--- config.mk ---
export PLATFORM = sky130hd
export DESIGN_NAME = tts_eval
export DESIGN_NICKNAME = d
export VERILOG_FILES = /design/src/sv/tts_pkg.sv /design/src/sv/tts_eval.sv
export SDC_FILE = /design/constraint.sdc
export NUM_CORES = 1
export LEC_CHECK = 0
export BUFFER_PORTS_ARGS = -buffer_cell sky130_fd_sc_hd__buf_2
export CAP_MARGIN = 20
export CORE_MARGIN = 4
export CORE_UTILIZATION = 35
export DETAILED_ROUTE_END_ITERATION = 8
export PLACE_DENSITY = 0.81
export SLEW_MARGIN = 30
export SYNTH_ARGS = -nofsm -noshare
export SYNTH_HDL_FRONTEND = slang
export SYNTH_SLANG_ARGS = --single-unit
--- constraint.sdc ---
create_clock -name vclk -period 2.2
set_clock_uncertainty 0.1 [all_clocks]
set_input_delay 0.22 -clock vclk [all_inputs]
set_output_delay 0.22 -clock vclk [all_outputs]
set_load 0.02 [all_outputs]
--- src/sv/tts_pkg.sv ---
// ----------------------------------------------------------------------------
// tts_pkg: shared types and constants of the timeout table scheduler
// Request op codes, the packed table row and the evaluation unit result.
// ----------------------------------------------------------------------------
`timescale 1ns / 1ps
`default_nettype none

package tts_pkg;

  localparam logic [1:0] OP_ADD    = 2'd0;
  localparam logic [1:0] OP_REMOVE = 2'd1;
  localparam logic [1:0] OP_TICK   = 2'd2;

  localparam logic [31:0] ID_FIRST = 32'd1;

  typedef struct packed {
    logic [31:0] id;
    logic [31:0] dur;
    logic [31:0] tag;
    logic        started;
    logic [31:0] start;
    logic [31:0] expiry;
  } tts_row_t;

  localparam int unsigned ROW_W = $bits(tts_row_t);

  typedef struct packed {
    logic        expired;
    logic        id_match;
    logic [31:0] expiry;
  } tts_eval_t;

endpackage

`default_nettype wire

--- src/sv/tts_eval.sv ---
// ----------------------------------------------------------------------------
// tts_eval: per-slot evaluation unit
// Expiry sum, wraparound-aware expiry test and id match for one table row.
// ----------------------------------------------------------------------------
`timescale 1ns / 1ps
`default_nettype none

module tts_eval (
  input  wire tts_pkg::tts_row_t  row_i,
  input  wire logic [31:0]        now_i,
  input  wire logic [31:0]        eid_i,
  output tts_pkg::tts_eval_t      res_o
);

  import tts_pkg::*;

  logic past_exp;
  logic before_start;

  assign past_exp     = now_i >= row_i.expiry;
  assign before_start = now_i < row_i.start;

  always_comb begin
    res_o.expiry   = now_i + row_i.dur;
    res_o.id_match = row_i.id == eid_i;
    if (row_i.expiry >= row_i.start) begin
      res_o.expired = past_exp || before_start;
    end else begin
      res_o.expired = past_exp && before_start;
    end
  end

endmodule

`default_nettype wire

# == Word-level counts from Yosys, hierarchy flattened ==
# Index checks and enable logic that the tools add are counted.
# Widths: inputs -> output; s select.
# word_totals
ff_bits,0
inputBits,225
output_inout_bits,34
elab_cells,8
# op_classes
addsub,1
order_cmp,3
eq_ne,1
n_mux,1
n_reduce_logical,2
# op_table
operator,n
$ge 32x32->1,2
$add 32x32->32,1
$eq 32x32->1,1
$lt 32x32->1,1
$logic_and 1x1->1,1
$logic_or 1x1->1,1
$mux 1,1

# == Depth between registers and ports, before layout ==
# Gate-level depths: netlist (run 1).
# logic_depth
ltp_word,3
ltp_mapped,9
mapped_depth_nobuf,9

# == Least setup slack after synthesis (run 1) ==
# Ideal clock, no wire load.
# synth_path
path_type,input-to-output
startpoint,input port row_i[97] (netlist name)
endpoint,output port res_o[30] (netlist name)
arrival_ns,2.203
t_required_ns,1.880
setup_slack_ns,-0.323
stages,9
n_path_buf,0
path_cell_list,ha_1 fa_1 a21oi_1 o211ai_1 nand2_1 a21oi_2 o21ai_1 mux2i_1 a2111oi_2
# synth_rtl
element,line,text
from (decl),tts_eval.sv:9,"input wire tts_pkg::tts_row_t row_i,"
to (decl),tts_eval.sv:12,output tts_pkg::tts_eval_t res_o

==> results.toml, run 1 <==
[timing]
post-route-period-util_pct = 117
setup_slack_ns = -0.378
rsz0062_at_grt = "true"
whs_ns = 0.681
setup_viol = 24
tns_ns = -4.85
max_freq_mhz = 388
fin_crit_ns = 2.58
hold_viol = 0
worst_pin_slew_ns = 0.485
slew_headroom_pct = 67.5
slew_viol_final = 0

[worst_setup_path]
worst_setup_path_start_kind = "primary input"
critPathArrivalTime_ns = 2.26
critPathKind = "in -> out"
worst_ep_required_time_ns = 1.88
endpoint_kind = "output port"
crit_fanout = 2

[synth]
synth-compound-area-share_pct = 25.5
muxShareOfSynthArea_pct = 0.234
synthAdderAreaFrac_pct = 37.6
synth_area_um2 = 4270
yosys_warnings = 0
synth_xor_xnor_area_share_pct = 12.1
ys_seq_area_share_pct = 0
syn-num-nets = 928
synth_cell_types = 55
synth_top_family_by_area = "adder cells"
synth_cells = 576
synthSimpleGateAreaFrac_pct = 17.4
synth.avg_cell_area_um2 = 7.41

[floorplanning]
io_pins = 259
die_area_um2 = 14000
initial_core_util_pct = 35.7
fp-row-count = 40
core_area_um2 = 12000
fp.dieH_um = 118
dieWidth_um = 118

[placement]
dp_hpwl_um = 15200
io_buffers = 226
gp_congestion = 0.899
placed_area_um2 = 6870

[layout]
fin_util_pct = 66.1
seq_cells = 0
layout_commonest_cell = "buf_2"
area_growth_pct = 85.1
fin_nets = 1305
clockBufferCount = 0
drive_above_1_share_pct = 52.8
register_area_um2 = 0
antennaDiodeCount = 0
layout_common_cells = "buf_2 (181), buf_4 (166), ha_1 (98), inv_1 (62)"
design_area_um2 = 7900

[detailed_routing]
drc = 0
finalWirelength_um = 18400
dr.pass1.iters = 5
num_vias = 5784
vias_per_cell = 5.27
antenna_left = 0
drt_iter0_markers = 239
routedWlPerCell_um = 16.8

[power]
peakVddDrop_uv = 240
p_leak_uw = 0.00419
p_total_uw = 2290
power_density_nw_per_um2 = 290

[status]
outcome = "complete, but fails checks"
violations = "negative setup slack"

[hold_path]
hp-class = "in -> out"

[global_route]
grt_overflow = 0
grt_pass1_vias = 6025
grt_pass1_wl_um = 28300
grt_use_total_pct = 24.1
grt_start_max_net_pins = 8
antenna_found_initial = 3

[clock_tree]
cts_hold_buf = 0

[flow_run]
maxCapViolCount = 0
-- synth_stat cells (all sizes together), types with 4 or more instances --
library cell	instances	share of area [%]
o21ai	27	3.2
a31oi	4	0.59
nor2	28	2.5
nand3	14	1.6
a21o	27	4.7
nor3	9	1.1
nand4	28	4.1
buf	7	0.94
nor4	11	1.6
ha	126	37
xor2	46	9.4
o41ai	4	1.3
a21oi	55	6.5
xnor2	13	2.7
o21a	5	0.88
a211oi	11	2.1
and3	4	0.62
inv	69	6.1
nand2	42	3.7
-- logic make-up after synthesis --
group | after synthesis
compound gates | 161
xor+xnor | 59
fa+ha+maj | 128
buf+inv | 78
mux | 1
simple gates | 149
-- repair_timing --
action | in CTS | in global routing
gates resized for setup | 121 | 75
pin swaps | 49 | 39
setup buffers | 11 | 4
endpoints found under the setup margin | 24 | 25
-- layout make-up --
| type | instances | area, um^2 |
|---|---|---|
| Inverter | 69 | 267 |
| Timing Repair Buffer | 384 | 2620 |
| Fill cell | 964 | 4060 |
| Multi-Input combinational cell | 498 | 4840 |
| Tap cell | 147 | 184 |
-- where the power goes --
part | internal (uW) | leakage, uW | total, uW | switching (uW)
Clock | 0 | 0 | 0 | 0
Combinational | 1170 | 0.00419 | 2290 | 1120
Sequential | 0 | 0 | 0 | 0
Total | 1170 | 0.00419 | 2290 | 1120
-- worst max-delay path, stage by stage --
cell	delay, ns
buf_2	0.08
inv_1	0.07
ha_1	0.22
a211o_1	0.27
a31oi_1	0.16
nor4_1	0.07
a2111oi_1	0.32
o21ai_1	0.19
a21o_1	0.21
maj3_2	0.30
buf_6	0.14
-- worst paths after layout --
kind / cells after the start / slack, ns / startpoint / to
worst min-delay path: 3 / 0.68 / row_i[97] / res_o[0]
worst max-delay path: 11 / -0.38 / row_i[35] / res_o[33]
-- through the flow --
step	cells	setup slack [ns]
2_1_floorplan	576	-0.115
3_3_place_gp	1087	-0.425
3_5_place_dp	1087	-0.481
4_1_cts	1096	-0.369
5_1_grt	1098	-0.466
6_report	1098	-0.378
-- per-layer routing --
metal	track usage [%]	vias up	share of wire (%)	wire, um
li1	-	2871	-	-
met1	27.0	2650	39	7160
met2	47.4	205	52	9600
met3	3.92	52	6.0	1100
met4	4.71	6	2.8	520
met5	0	-	0.22	40
Power figures use the tool's default switching activity.
==> run 2, diff against run 1 <==
--- a/config.mk
+++ b/config.mk
@@ -10,8 +10,9 @@
 export CORE_MARGIN = 4
 export CORE_UTILIZATION = 35
 export DETAILED_ROUTE_END_ITERATION = 8
-export PLACE_DENSITY = 0.81
+export PLACE_DENSITY = 0.78
 export SLEW_MARGIN = 30
 export SYNTH_ARGS = -nofsm -noshare
 export SYNTH_HDL_FRONTEND = slang
 export SYNTH_SLANG_ARGS = --single-unit
+export TNS_END_PERCENT = 10
==> constraint.sdc (replaced) <==
create_clock -name vclk -period 2.7
set_clock_uncertainty 0.1 [all_clocks]
set_input_delay 0.27 -clock vclk [all_inputs]
set_output_delay 0.27 -clock vclk [all_outputs]
set_load 0.02 [all_outputs]
==> run 2 against run 1 <==
Against the previous run:
- highest routed layer unchanged
- first-iteration DRC count decreased by 23%
- utilization decreased by 14 points
- the flow still finishes with violations (negative setup slack)
- final cell count decreased by 9.2%
- sequential cell count unchanged
==> results.toml, run 2 (synthesized netlist as in run 1, its figures left out) <==
[status]
outcome = "complete, but fails checks"
violations = "negative setup slack"

[timing]
slew_headroom_pct = 73.6
setup_viol = 1
worst_pin_slew_ns = 0.393
fin_crit_ns = 2.72
hold_viol = 0
rsz0062_at_grt = "true"
max_freq_mhz = 368
slew_viol_final = 0
post-route-period-util_pct = 101
setup_slack_ns = -0.0158
whs_ns = 0.803
tns_ns = -0.0158

[layout]
register_area_um2 = 0
area_growth_pct = 46.3
layout_commonest_cell = "buf_2"
clockBufferCount = 0
fillers = 1154
fin_nets = 1203
drive_above_1_share_pct = 38.4
seq_cells = 0
layout_common_cells = "buf_2 (212), ha_1 (116), inv_1 (67), buf_4 (66), a21oi_1 (50)"

[worst_setup_path]
worstPathCellList = "buf_2 -> ha_4 -> nand2b_4 -> a21o_1 -> a211oi_2 -> nor4b_1 -> o41ai_1 -> buf_4 -> o2111ai_2 -> maj3_2 -> buf_6"
critPathArrivalTime_ns = 2.35
worst_setup_path_start_kind = "primary input"
slowest_delay_ns = 0.36
critPathKind = "in -> out"
cpMaxStageDelayCell = "o41ai_1"
endpoint_kind = "output port"
crit_fanout = 2
worst_ep_required_time_ns = 2.33

[placement]
io_buffers = 226
dp_hpwl_um = 13800
gp_congestion = 0.912

[global_route]
grt_overflow = 0
grt_pass1_vias = 5182
grt_pass1_wl_um = 24300
grt_use_total_pct = 20.4
antenna_found_initial = 2
grt_start_max_net_pins = 8

[power]
pwr-share-seq_pct = 0
peakVddDrop_uv = 196
p_comb_share_pct = 100.0
p_clk_share_pct = 0
p_switching_uw = 752
power_density_nw_per_um2 = 224
switching_share_pct = 53.8
p_int_uw = 647
p_leak_uw = 0.00347

[flow_run]
maxCapViolCount = 0

[floorplanning]
fp.dieH_um = 118
dieWidth_um = 118
initial_core_util_pct = 35.7
io_pins = 259
die_area_um2 = 14000
fp-row-count = 40
core_area_um2 = 12000

[detailed_routing]
antenna_left = 0
dr.pass1.iters = 4
drt_iter0_markers = 183
vias_per_cell = 5.15
num_vias = 5132
drc = 0
routedWlPerCell_um = 15.4
finalWirelength_um = 15400

[hold_path]
hold_path_depth = 3
hp-class = "in -> out"
min_delay_worst_endpoint = "res_o[0]"
holdCritStartpoint = "now_i[0]"

[clock_tree]
cts_hold_buf = 0
run 2: cell count changes in the layout (fill, tap and decap cells not counted), moves of 9 or more:
cell     previous run  this run
buf_6              28         4
buf_2             181       212
ha_1               98       116
a21oi_1            40        50
a21oi_2            13         3
xnor2_1             4        13
buf_4             166        66
ha_4               28         7
run 2: how the worst max path moves through the flow:
| stage | from | end | slack [ns] | cells past startpoint |
|---|---|---|---|---|
| floorplan | row_i[97] | res_o[30] | 0.08 | 9 |
| global placement | now_i[0] | res_o[33] | -0.21 | 12 |
| detailed placement | now_i[0] | res_o[33] | -0.23 | 12 |
| CTS | row_i[0] | res_o[33] | -0.01 | 11 |
| global route | row_i[1] | res_o[33] | -0.12 | 11 |
| finish | row_i[0] | res_o[33] | -0.02 | 11 |
run 2: layer usage:
| layer | part of all wire (%) | wire [um] | vias to the layer above | track usage, % |
|---|---|---|---|---|
| li1 | - | - | 2677 | - |
| met1 | 42 | 6380 | 2268 | 24.2 |
| met2 | 50 | 7660 | 173 | 38.5 |
| met3 | 8.2 | 1260 | 10 | 5.07 |
| met4 | 0.29 | 44 | 4 | 1.38 |
| met5 | 0.14 | 22 | - | 0 |
run 2: what timing repair did:
action,4_1_cts,5_1_grt
pin swaps,12,19
endpoints found under the setup margin,9,21
setup buffers,1,3
resized for setup,18,44
run 2: per-stage QoR:
stage	util, %	instances	setup slack [ns]	cell area, um^2	power, uW
finish	52.2	997	-0.0158	6250	1400
global placement	49.6	992	-0.207	5930	1270
global route	52.2	996	-0.120	6240	1550
floorplan	-	576	0.0773	4270	774
CTS	50.2	993	-0.0111	6000	1330
detailed placement	49.6	992	-0.233	5930	1290
run 2: critical path: cells and delay by family:
| kind | cells | cell delay (ns) |
|---|---|---|
| buf+inv | 3 | 0.43 |
| simple gates | 2 | 0.22 |
| fa+ha+maj | 2 | 0.55 |
| compound gates | 4 | 0.88 |
run 2: area by class of cell:
type	instances	area [um^2]	area share, %
well taps	147	184	2.94
multi-input cells	498	4200	67.2
inverters	69	259	4.15
repair buffers	282	1600	25.6
diodes	1	2.50	0.0401
run 2: power groups by stage:
stage          Combinational, uW  Clock, uW  Sequential [uW]
2_1_floorplan                774          0                0
6_report                    1400  0.0000495                0
4_1_cts                     1330          0                0
3_5_place_dp                1290          0                0
5_1_grt                     1550          0                0
3_3_place_gp                1270          0                0
