## src/sv/tts_ram.sv

```systemverilog
// ----------------------------------------------------------------------------
// tts_ram: generic simple dual-port RAM
// One write port and one read port with registered read data.
// ----------------------------------------------------------------------------
`timescale 1ns / 1ps
`default_nettype none

module tts_ram #(
  parameter int unsigned WIDTH = 8,
  parameter int unsigned DEPTH = 32
) (
  input  wire logic                     clk_i,
  input  wire logic                     we_i,
  input  wire logic [$clog2(DEPTH)-1:0] waddr_i,
  input  wire logic [WIDTH-1:0]         wdata_i,
  input  wire logic [$clog2(DEPTH)-1:0] raddr_i,
  output logic      [WIDTH-1:0]         rdata_o
);

  logic [WIDTH-1:0] mem_q [DEPTH];

  always_ff @(posedge clk_i) begin
    if (we_i) begin
      mem_q[waddr_i] <= wdata_i;
    end
    rdata_o <= mem_q[raddr_i];
  end

endmodule

`default_nettype wire

```

## config.mk

```make
export PLATFORM = sky130hd
export DESIGN_NAME = tts_ram
export DESIGN_NICKNAME = d
export VERILOG_FILES = /design/src/sv/tts_ram.sv
export SDC_FILE = /design/constraint.sdc
export NUM_CORES = 1
export LEC_CHECK = 0
export BUFFER_PORTS_ARGS = -buffer_cell sky130_fd_sc_hd__buf_2
export CAP_MARGIN = 20
export CORE_MARGIN = 8
export CORE_UTILIZATION = 54
export DETAILED_ROUTE_END_ITERATION = 6
export PLACE_DENSITY = 0.81
export REMOVE_ABC_BUFFERS = 1
export SYNTH_ARGS = -nofsm -noshare
export SYNTH_HDL_FRONTEND = slang
export SYNTH_SLANG_ARGS = --single-unit
```

## constraint.sdc

```tcl
create_clock -name clk_i -period 3.7 [get_ports clk_i]
set_input_delay 1.11 -clock clk_i [delete_from_list [all_inputs] [get_ports clk_i]]
set_output_delay 1.11 -clock clk_i [all_outputs]
set_load 0.03 [all_outputs]
```

* After elaboration in Yosys (flattened, before gate mapping)
Memories as Yosys holds them, arrays and structs flattened. A register that Yosys moved wholly into a read port is not among the register bits.
Cells that the tools add are included.
Widths: inputs -> output; s select.
** Operators by class
- Mux-type cells :: 2
** Operators by type and width (count)
- $mux 1 :: 2
** Word-level totals
- Output and inout bits :: 8
- Input port bits :: 20
- Register bits :: 0
- RAM bits :: 256
- Memories kept :: 1
** Memories
- mem_q :: words 32, width 8, read ports 1, clocked after memory_dff 1, write ports 1, line 20 : logic [WIDTH-1:0] mem_q [DEPTH];

* Depth between registers and ports, before layout
Gate-level depths: netlist of the first run.
- Depth in word-level cells :: 2
- Depth in mapped cells :: 5
- Depth with buffers taken out :: 3

* Least setup slack after synthesis of the first run
OpenSTA, ideal clock, no wires.
- Kind :: input -> register
- Start :: in raddr_i[2]
- End :: reg rdata_o[0] (read register of mem_q)
- Library setup time :: 0.121 ns
- Path buffers :: 2
- Path slack :: 0.788 ns
- Required time :: 3.579 ns
- Stages :: 5
- Arrival :: 2.792 ns
- Cells stage by stage :: clkbuf_1 clkbuf_1 mux4_2 mux4_2 mux2_2
** RTL lines
- from (decl) :: line 16 : input wire logic [$clog2(DEPTH)-1:0] raddr_i,
- to (decl) :: line 17 : output logic [WIDTH-1:0] rdata_o

==> results of run 1 <==
flip-flops by register name, indices dropped and copies added, names as in the netlist:
signal / count
rdata_o: 8
mem_q: 256
synthesized netlist by cell type (all sizes together):
| library cell | count | area (um^2) |
|---|---|---|
| mux2 | 8 | 90.1 |
| nand2 | 1 | 3.75 |
| edfxtp | 256 | 7690 |
| nand3b | 5 | 37.5 |
| dfxtp | 8 | 160 |
| mux4 | 80 | 1800 |
| nand3 | 2 | 10.0 |
| nor2 | 33 | 124 |
| clkbuf | 6 | 22.5 |
| or3b | 3 | 26.3 |
| or3 | 1 | 6.26 |
| buf | 14 | 83.8 |
worst min-delay path, stage by stage, from the launching register on:
cell	delay [ns]
edfxtp_1	0.31
mux4_2	0.21
mux4_2	0.24
mux2_2	0.14
logic make-up (layout without fill, tap and decap cells):
group | after synthesis | count (layout) | synth area share
buffers and inverters | 20 | 85 | 0.0106
DFF | 264 | 264 | 0.781
and+or+nand+nor | 45 | 45 | 0.0207
muxes | 88 | 88 | 0.188
cell type report:
class	count	area, um^2	area share
repair buffers	43	295	0.0260
well taps	234	293	0.0258
multi-input cells	133	2100	0.185
flip-flops and latches	264	7850	0.692
clock buffers	28	637	0.0561
clock inverters	14	174	0.0153
placed cells by master, fill, tap and decap left out:
cell	instances
buf_4	14
buf_2	26
nor2_1	33
bufinv_16	4
or3_1	1
dfxtp_1	8
clkbuf_1	3
buf_12	3
clkbuf_16	25
clkinvlp_4	3
mux4_2	80
mux2_2	8
clkinv_1	3
edfxtp_1	256
or3b_2	3
nand3_1	2
nand2_1	1
nand3b_1	5
clkinv_2	4
routing by layer:
metal	up-vias	routed length [um]	global-route usage	part of all wire
met5	-	12	0	0.00057
met4	2	465	0.0533	0.022
met3	42	2040	0.0320	0.096
met2	280	10500	0.296	0.50
met1	2406	8170	0.250	0.39
li1	1870	-	-	-
worst max path at each step:
| stage | cells after the start | end |
|---|---|---|
| finish | 5 | rdata_o[6] |
| detailed placement | 5 | rdata_o[3] |
| global route | 5 | rdata_o[6] |
| CTS | 5 | rdata_o[6] |
| floorplan | 2 | mem_q[0][0] |
| global placement | 5 | rdata_o[5] |
metrics by stage:
step	power [mW]	util	cells	hold WS, ns	cell area (um^2)
2_1_floorplan	3.56	-	397	0.865	9950
3_3_place_gp	3.72	0.569	674	0.887	10500
3_5_place_dp	3.74	0.569	674	0.903	10500
4_1_cts	6.24	0.613	716	0.932	11300
5_1_grt	6.36	0.613	716	0.958	11300
6_report	6.22	0.613	716	0.924	11300
power breakdown:
group	leakage [nW]	switching (mW)	internal, mW
combinational	0.799	0.199	0.138
sequential	2.37	0.0155	3.32
clock	0.389	1.03	1.51
total	3.56	1.25	4.97
==> metrics.md, run 1 <==
| Metric | Value |
|---|---|
| Hold WC Path Type | reg -> reg |
| CP Launch Type | input port |
| Worst Path Max Fanout | 13 |
| Hold Crit Depth | 3 |
| Max transition margin | 0.350 |
| CTS HTree Levels | 1 |
| Antenna diode count | 0 |
| RR Endpoint | rdata_o[6] |
| Initial antenna violation count | 1 |
| Avg Vias per Cell | 6.42 |
| Syn Inst Count | 417 |
| Congestion Overflow GR | 0 |
| RSZ-0062 raised after global routing | no |
| Largest net degree at the start of global routing | 65 |
| Fin nets | 486 |
| Setup crit end kind | register |
| Synth Warn # | 0 |
| CTS clk-pin slew, worst paths | 0.07 ns |
| Port bufs | 27 |
| Buf+Inv Stages, Crit Path | 2 |
| Number of routed nets with antenna violations | 0 |
| TritonCTS clock tree | yes |
| Max incr delay on CP | 0.60 ns |
| Worst EP arrival | 3.04 ns |
| Hold_buf cts | 0 |
| Synth Area per Inst | 24.1 um^2 |
| Status | finished, final reports clean |
| Critical Path Source | raddr_i[0] |
| Die span in y | 152 um |
| RePlAce Congestion | 0.758 |
| Setup WS pre-CTS | 0.577 ns |
| 1st-pass router iterations | 5 |
| First-pass GRT wire length | 31300 um |
| Leakage power | 3.56 nW |
| Clock Skews | 0.0105 ns |
| Synth Cell Area | 0.0101 mm^2 |
| R2R depth | 3 |
| Distinct cells, synth | 15 |
| Full die area | 0.0232 mm^2 |
| Vias in the first global route | 4793 |
| Std-Cell Rows | 50 |
| Flops & latches, synth | 264 |
| Die W | 152 um |
| Final WL | 21200 um |
| Worst-case clock buffer depth | 3 |
| Via count | 4600 |
| Crit-path cells | buf_4 -> buf_4 -> mux4_2 -> mux4_2 -> mux2_2 |
| Inserted Clock Buffers | 24 |
| Launch point of the worst reg-to-reg path | mem_q[29][6] |
| Drt wl/cell | 29.6 um |
| Setup-failing EPs final | 0 |
| TritonCTS Sinks | 264 |
| Final worst-path cycle share | 0.714 |
| Area Overhead vs Synth | 12.9% |
| DRT iter0 DRCs | 672 |
| Worst hold path endpoint | rdata_o[4] |
| R2r setup slk | 1.84 ns |
| Maximum vdd drop | 298 uV |
| Clk_lat worst skew | 0.51 ns |
| Delay-heaviest family, CP | multiplexers |
| Post-CTS Setup Repair Bufs | 0 |
| Share of cells above drive strength 1 | 0.353 |
| Cell area power density | 548 mW/mm^2 |
| MaxCap Viol Count | 0 |
| WP data required | 4.10 ns |
| Hold_sp | mem_q[30][4] |
| # resized after CTS | 0 |
| Fillers | 1204 |
| FMAX | 379 MHz |
| Critical path's slowest cell | mux4_2 |
| Worst Setup Path Type | in -> reg |
| Seq/Total Area, Yosys | 0.781 |
| Clock root buffer master | clkbuf_16 |
| Slew Limit Fails | 0 |
| Placeable Area | 0.0185 mm^2 |
| Worst Max-Slew Pin Slew | 0.971 ns |
| # IOs | 28 |
| DP HPWL | 12200 um |
| GRT Overall Usage | 0.182 |
| Fin Setup TNS | 0 ns |
| DR DRC count | 0 |
| Min Tclk post-route | 2.64 ns |
| Initial Util | 0.543 |
| Fin worst setup slack | 1.06 ns |
| Final Hold Viols | 0 |
No activity file was read; power rests on OpenSTA's default activity.
==> inputs of run 2 (changes only) <==
clock period = 2.74 ns   (was 3.7 ns; I/O delays follow)
==> run 2 against run 1 <==
Die area is the same; global-route usage increased by 0.63 points; sequential cell count unchanged; clock power up 36%; critical path type unchanged.
==> metrics.md, run 2 (synthesis results as in run 1) <==
| Metric | Value |
|---|---|
| Status | finished, final reports clean (unchanged) |
| Leakage power | 3.73 nW (was 3.56 nW) |
| Post-DP Area | 0.0108 mm^2 (was 0.0105 mm^2) |
| Final worst-path cycle share | 0.822 |
| Max transition margin | 0.583 (was 0.350) |
| FMAX | 444 MHz |
| Port bufs | 27 (unchanged) |
| Hold WC Path Type | in -> reg (was reg -> reg) |
| Min Tclk post-route | 2.25 ns |
| CTS HTree Levels | 1 (unchanged) |
| Final Hold Viols | 0 (unchanged) |
| DR DRC count | 0 (unchanged) |
| Worst-case clock buffer depth | 3 (unchanged) |
| MaxCap Viol Count | 0 (unchanged) |
| TritonCTS clock tree | yes (unchanged) |
| Hold_buf cts | 0 (unchanged) |
| Final core occ | 0.626 (was 0.613) |
| Cell area power density | 728 mW/mm^2 (was 548 mW/mm^2) |
| DRT iter0 DRCs | 636 (was 672) |
| Post-CTS Setup Repair Bufs | 0 (unchanged) |
| Hold_sp | raddr_i[3] (was mem_q[30][4]) |
| Multi-input logic area | 0.00210 mm^2 (unchanged) |
| Initial antenna violation count | 0 (was 1) |
| Avg Vias per Cell | 6.41 (was 6.42) |
| CP Launch Type | input port (unchanged) |
| Register area | 0.00785 mm^2 (unchanged) |
| Most common cell after layout, fill and taps aside | edfxtp_1 (unchanged) |
| DP HPWL | 12900 um (was 12200 um) |
| RePlAce Congestion | 0.773 (was 0.758) |
| GRT Overall Usage | 0.188 (was 0.182) |
| CTS clk-pin slew, worst paths | 0.07 ns (about the same) |
| Full die area | 0.0232 mm^2 (unchanged) |
| Maximum vdd drop | 379 uV (was 298 uV) |
| RSZ-0062 raised after global routing | no (unchanged) |
| Setup crit end kind | register (unchanged) |
| Clk_lat worst skew | 0.51 ns (about the same) |
| Largest net degree at the start of global routing | 34 (was 65) |
| Clock Skews | 0.00835 ns (was 0.0105 ns) |
| Via count | 4771 (was 4600) |
| Number of routed nets with antenna violations | 0 (unchanged) |
| Die span in y | 152 um (unchanged) |
| Antenna diode count | 0 (unchanged) |
| Area Overhead vs Synth | 15.4% (was 12.9%) |
| Final instance area | 0.0116 mm^2 (was 0.0113 mm^2) |
| Critical Path Source | raddr_i[0] (unchanged) |
| Hold Crit Depth | 2 (was 3) |
| Fillers | 1189 (was 1204) |
| Fin worst setup slack | 0.487 ns (was 1.06 ns) |
| Std-Cell Rows | 50 (unchanged) |
| Share of cells above drive strength 1 | 0.384 (was 0.353) |
| # IOs | 28 (unchanged) |
| Largest register by flop count | mem_q (unchanged) |
| Most frequent cells in the layout | edfxtp_1, mux4_2, buf_4 (was edfxtp_1, mux4_2, nor2_1) |
| TritonCTS Sinks | 264 (unchanged) |
| Largest registers | mem_q x256, rdata_o x8 (unchanged) |
| # resized after CTS | 0 (unchanged) |
| Largest register FFs | 256 (unchanged) |
| Worst Path Max Fanout | 16 (was 13) |
| Launch point of the worst reg-to-reg path | mem_q[15][6] (was mem_q[29][6]) |
| Worst EP arrival | 2.65 ns (was 3.04 ns) |
| Vias in the first global route | 4919 (was 4793) |
| Clock root buffer master | clkbuf_16 (unchanged) |
| Placeable Area | 0.0185 mm^2 (unchanged) |
| Die W | 152 um (unchanged) |
| Drt wl/cell | 29.3 um (was 29.6 um) |
| Congestion Overflow GR | 0 (unchanged) |
| Setup-failing EPs final | 0 (unchanged) |
| 1st-pass router iterations | 5 (unchanged) |
| First-pass GRT wire length | 32100 um (was 31300 um) |
| Fin nets | 514 (was 486) |
| Worst Setup Path Type | in -> reg (unchanged) |
| Final WL | 21800 um (was 21200 um) |
| Fin Setup TNS | 0 ns (unchanged) |
| Slew Limit Fails | 0 (unchanged) |
| Inserted Clock Buffers | 25 (was 24) |
| Initial Util | 0.543 (unchanged) |
| R2R depth | 3 (unchanged) |
| WP data required | 3.13 ns (was 4.10 ns) |
| Worst Max-Slew Pin Slew | 0.626 ns (was 0.971 ns) |
| Setup WS pre-CTS | -0.0296 ns (was 0.577 ns) |
[run 2: cell count changes in the layout (fill, tap and decap cells not counted)]
cell	previous run	this run
clkinvlp_4	3	1
clkbuf_8	0	2
buf_12	3	6
buf_4	14	38
clkinv_2	4	3
clkbuf_1	3	5
[run 2: where the power goes]
group | switching (mW) | internal (mW) | leakage (nW)
logic | 0.271 | 0.202 | 0.955
registers | 0.0223 | 4.49 | 2.37
clock network | 1.36 | 2.10 | 0.401
[run 2: critical path, stage by stage]
cell    delay [ns]
buf_4         0.14
buf_12        0.19
buf_12        0.17
mux4_2        0.51
mux4_2        0.53
mux2_2        0.28
[run 2: routing by layer]
metal / wire (um) / part of all wire / global-route usage / vias up
li1: - / - / - / 1930
met1: 8260 / 0.38 / 0.252 / 2521
met2: 10800 / 0.50 / 0.312 / 274
met3: 2090 / 0.096 / 0.0312 / 46
met4: 601 / 0.028 / 0.0617 / 0
met5: 0 / 0 / 0 / -
[run 2: area by class of cell]
class | count | share of cell area
timing repair buffer | 70 | 0.0462
clock buffer | 32 | 0.0579
clock inverter | 11 | 0.0133
sequential | 264 | 0.676
multi-input combinational | 133 | 0.181
tap | 234 | 0.0252
[run 2: final timing paths]
kind | to | slack (ns)
setup / recovery | rdata_o[2] | 0.49
hold / removal | rdata_o[1] | 0.79
setup reg to reg | rdata_o[6] | 0.88
hold reg to reg | rdata_o[1] | 0.93
[run 2: per-stage QoR]
stage          std cells  hold WS (ns)  total power [mW]
2_1_floorplan        397         0.865              4.81
3_3_place_gp         701         0.892              5.05
3_5_place_dp         701         0.908              5.07
4_1_cts              744         0.770              8.49
5_1_grt              744         0.785              8.65
6_report             744         0.794              8.45
==> inputs of run 3 (changes only) <==
clock period = 2.2 ns   (was 2.74 ns; I/O delays follow)
==> run 3 against run 2 <==
Worst setup slack worse by 0.40 ns; clock power is 13% higher; clock skew hardly changed; via count is 0.67% lower; final cell count is 0.94% higher; non-clock buffer count is 8 higher; sequential power is 25% higher; sequential cell count stayed put; global-route usage is 0.11 points lower; first-iteration DRC count is 19% higher; worst hold slack worse by 0.17 ns; cell area hardly changed; largest cell class unchanged; highest routed layer is now met5.
==> metrics.md, run 3 (synthesis results as in run 1) <==
| Metric | Value |
|---|---|
| Clock root buffer master | clkbuf_16 (unchanged) |
| Vias in the first global route | 4890 (was 4919) |
| Antenna diode count | 0 (unchanged) |
| WHS | 0.624 ns (was 0.794 ns) |
| DRT iter0 DRCs | 756 (was 636) |
| Most frequent cells in the layout | edfxtp_1, mux4_2, buf_4 (unchanged) |
| TritonCTS Sinks | 264 (unchanged) |
| Congestion Overflow GR | 0 (unchanged) |
| GRT Overall Usage | 0.187 (was 0.188) |
| DP HPWL | 13100 um (was 12900 um) |
| Fin nets | 522 (was 514) |
| Maximum vdd drop | 586 uV (was 379 uV) |
| Inserted Clock Buffers | 25 (unchanged) |
| Final Hold Viols | 0 (unchanged) |
| Launch point of the worst reg-to-reg path | mem_q[29][5] (was mem_q[15][6]) |
| Max transition margin | 0.591 (was 0.583) |
| Hold WC Path Type | in -> reg (unchanged) |
| WP data required | 2.60 ns (was 3.13 ns) |
| Final WL | 21600 um (was 21800 um) |
| Critical path's slowest cell | mux4_2 (unchanged) |
| Switching power | 2.08 mW (was 1.66 mW) |
| CTS clk-pin slew, worst paths | 0.06 ns (was 0.07 ns) |
| Worst-case clock buffer depth | 3 (unchanged) |
| Port bufs | 27 (unchanged) |
| Std-Cell Rows | 50 (unchanged) |
| Avg Vias per Cell | 6.31 (was 6.41) |
| Placeable Area | 0.0185 mm^2 (unchanged) |
| Final core occ | 0.627 (was 0.626) |
| Worst Setup Path Type | in -> reg (unchanged) |
| Register area | 0.00785 mm^2 (unchanged) |
| Hold_buf cts | 0 (unchanged) |
| Area Overhead vs Synth | 15.4% (about the same) |
| Hold_sp | raddr_i[3] (unchanged) |
| Setup crit end kind | register (unchanged) |
| Status | finished, final reports clean (unchanged) |
| Share of cells above drive strength 1 | 0.389 (was 0.384) |
| Largest register by flop count | mem_q (unchanged) |
| Leakage power | 3.74 nW (was 3.73 nW) |
| Final Power | 10.1 mW (was 8.45 mW) |
| TritonCTS clock tree | yes (unchanged) |
| Crit-path cells | buf_4 -> buf_12 -> buf_4 -> mux4_2 -> mux4_2 -> mux2_2 (was buf_4 -> buf_12 -> buf_12 -> mux4_2 -> mux4_2 -> mux2_2) |
| Drt wl/cell | 28.8 um (was 29.3 um) |
| Worst EP arrival | 2.51 ns (was 2.65 ns) |
| Fillers | 1177 (was 1189) |
| Fin worst setup slack | 0.0883 ns (was 0.487 ns) |
| # resized after CTS | 0 (unchanged) |
| RSZ-0062 raised after global routing | no (unchanged) |
| # IOs | 28 (unchanged) |
| Multi-input logic area | 0.00210 mm^2 (unchanged) |
| Number of routed nets with antenna violations | 0 (unchanged) |
| Clk network pwr share | 0.385 (was 0.410) |
| Post-CTS Setup Repair Bufs | 0 (unchanged) |
| FMAX | 474 MHz |
| Min Tclk post-route | 2.11 ns |
| Internal power | 8.05 mW (was 6.79 mW) |
| Initial Util | 0.543 (unchanged) |
| Gate power share | 0.060 (was 0.056) |
| Initial antenna violation count | 1 (was 0) |
| Clock Skews | 0.00812 ns (was 0.00835 ns) |
| Worst Path Max Fanout | 15 (was 16) |
| MaxCap Viol Count | 0 (unchanged) |
| Largest net degree at the start of global routing | 33 (was 34) |
| Sw frac | 0.205 (was 0.196) |
| DR DRC count | 0 (unchanged) |
| Setup WS pre-CTS | -0.415 ns (was -0.0296 ns) |
| Via count | 4739 (was 4771) |
| Critical Path Source | raddr_i[0] (unchanged) |
| Clk_lat worst skew | 0.51 ns (about the same) |
| Full die area | 0.0232 mm^2 (unchanged) |
| 1st-pass router iterations | 5 (unchanged) |
| First-pass GRT wire length | 32000 um (was 32100 um) |
| Die span in y | 152 um (unchanged) |
| R2r setup slk | 0.35 ns (was 0.88 ns) |
| RePlAce Congestion | 0.770 (was 0.773) |
| Most common cell after layout, fill and taps aside | edfxtp_1 (unchanged) |
| Share of power burned in registers | 0.555 (was 0.534) |
| Slew Limit Fails | 0 (unchanged) |
| CP Launch Type | input port (unchanged) |
| Largest registers | mem_q x256, rdata_o x8 (unchanged) |
| CTS HTree Levels | 1 (unchanged) |
| Setup-failing EPs final | 0 (unchanged) |
| Largest register FFs | 256 (unchanged) |
| Final worst-path cycle share | 0.960 |
| Max incr delay on CP | 0.54 ns (was 0.53 ns) |
| Cell area power density | 873 mW/mm^2 (was 728 mW/mm^2) |
| Worst Max-Slew Pin Slew | 0.613 ns (was 0.626 ns) |
| Die W | 152 um (unchanged) |
[run 3: area by class of cell]
| cell class | count | share of cell area |
|---|---|---|
| multi-input combinational | 133 | 0.181 |
| tap | 234 | 0.0252 |
| timing repair buffer | 78 | 0.0546 |
| clock inverter | 13 | 0.00766 |
| sequential | 264 | 0.676 |
| clock buffer | 29 | 0.0552 |
[run 3: power by group through the flow]
stage	Clock [mW]	Combinational [mW]	Sequential [mW]
after floorplan	0	0.232	5.76
after global placement	0	0.586	5.72
after detailed placement	0	0.603	5.73
after CTS	3.95	0.614	5.62
after global routing	4.13	0.638	5.62
final	3.90	0.606	5.62
[run 3: through the flow]
stage	instances	setup TNS, ns	cell area [um^2]
after floorplan	397	0	9950
after global placement	709	-2.97	10900
after detailed placement	709	-3.04	10900
after CTS	751	0	11600
after global routing	751	0	11600
final	751	0	11600
[run 3: worst paths after layout]
check,to,cells past startpoint
worst max-delay path,rdata_o[5],6
worst min register to register,rdata_o[5],3
worst min-delay path,rdata_o[5],2
worst max register to register,rdata_o[5],3
[run 3: routing by layer]
layer	global-route usage	share of wire
met1	0.254	0.39
met2	0.311	0.51
met3	0.0281	0.075
met4	0.0580	0.025
met5	0	0.00055
[run 3: worst max-delay path: cells and delay by family]
kind,cells,cell delay (ns)
buffers and inverters,3,0.47
muxes,3,1.35
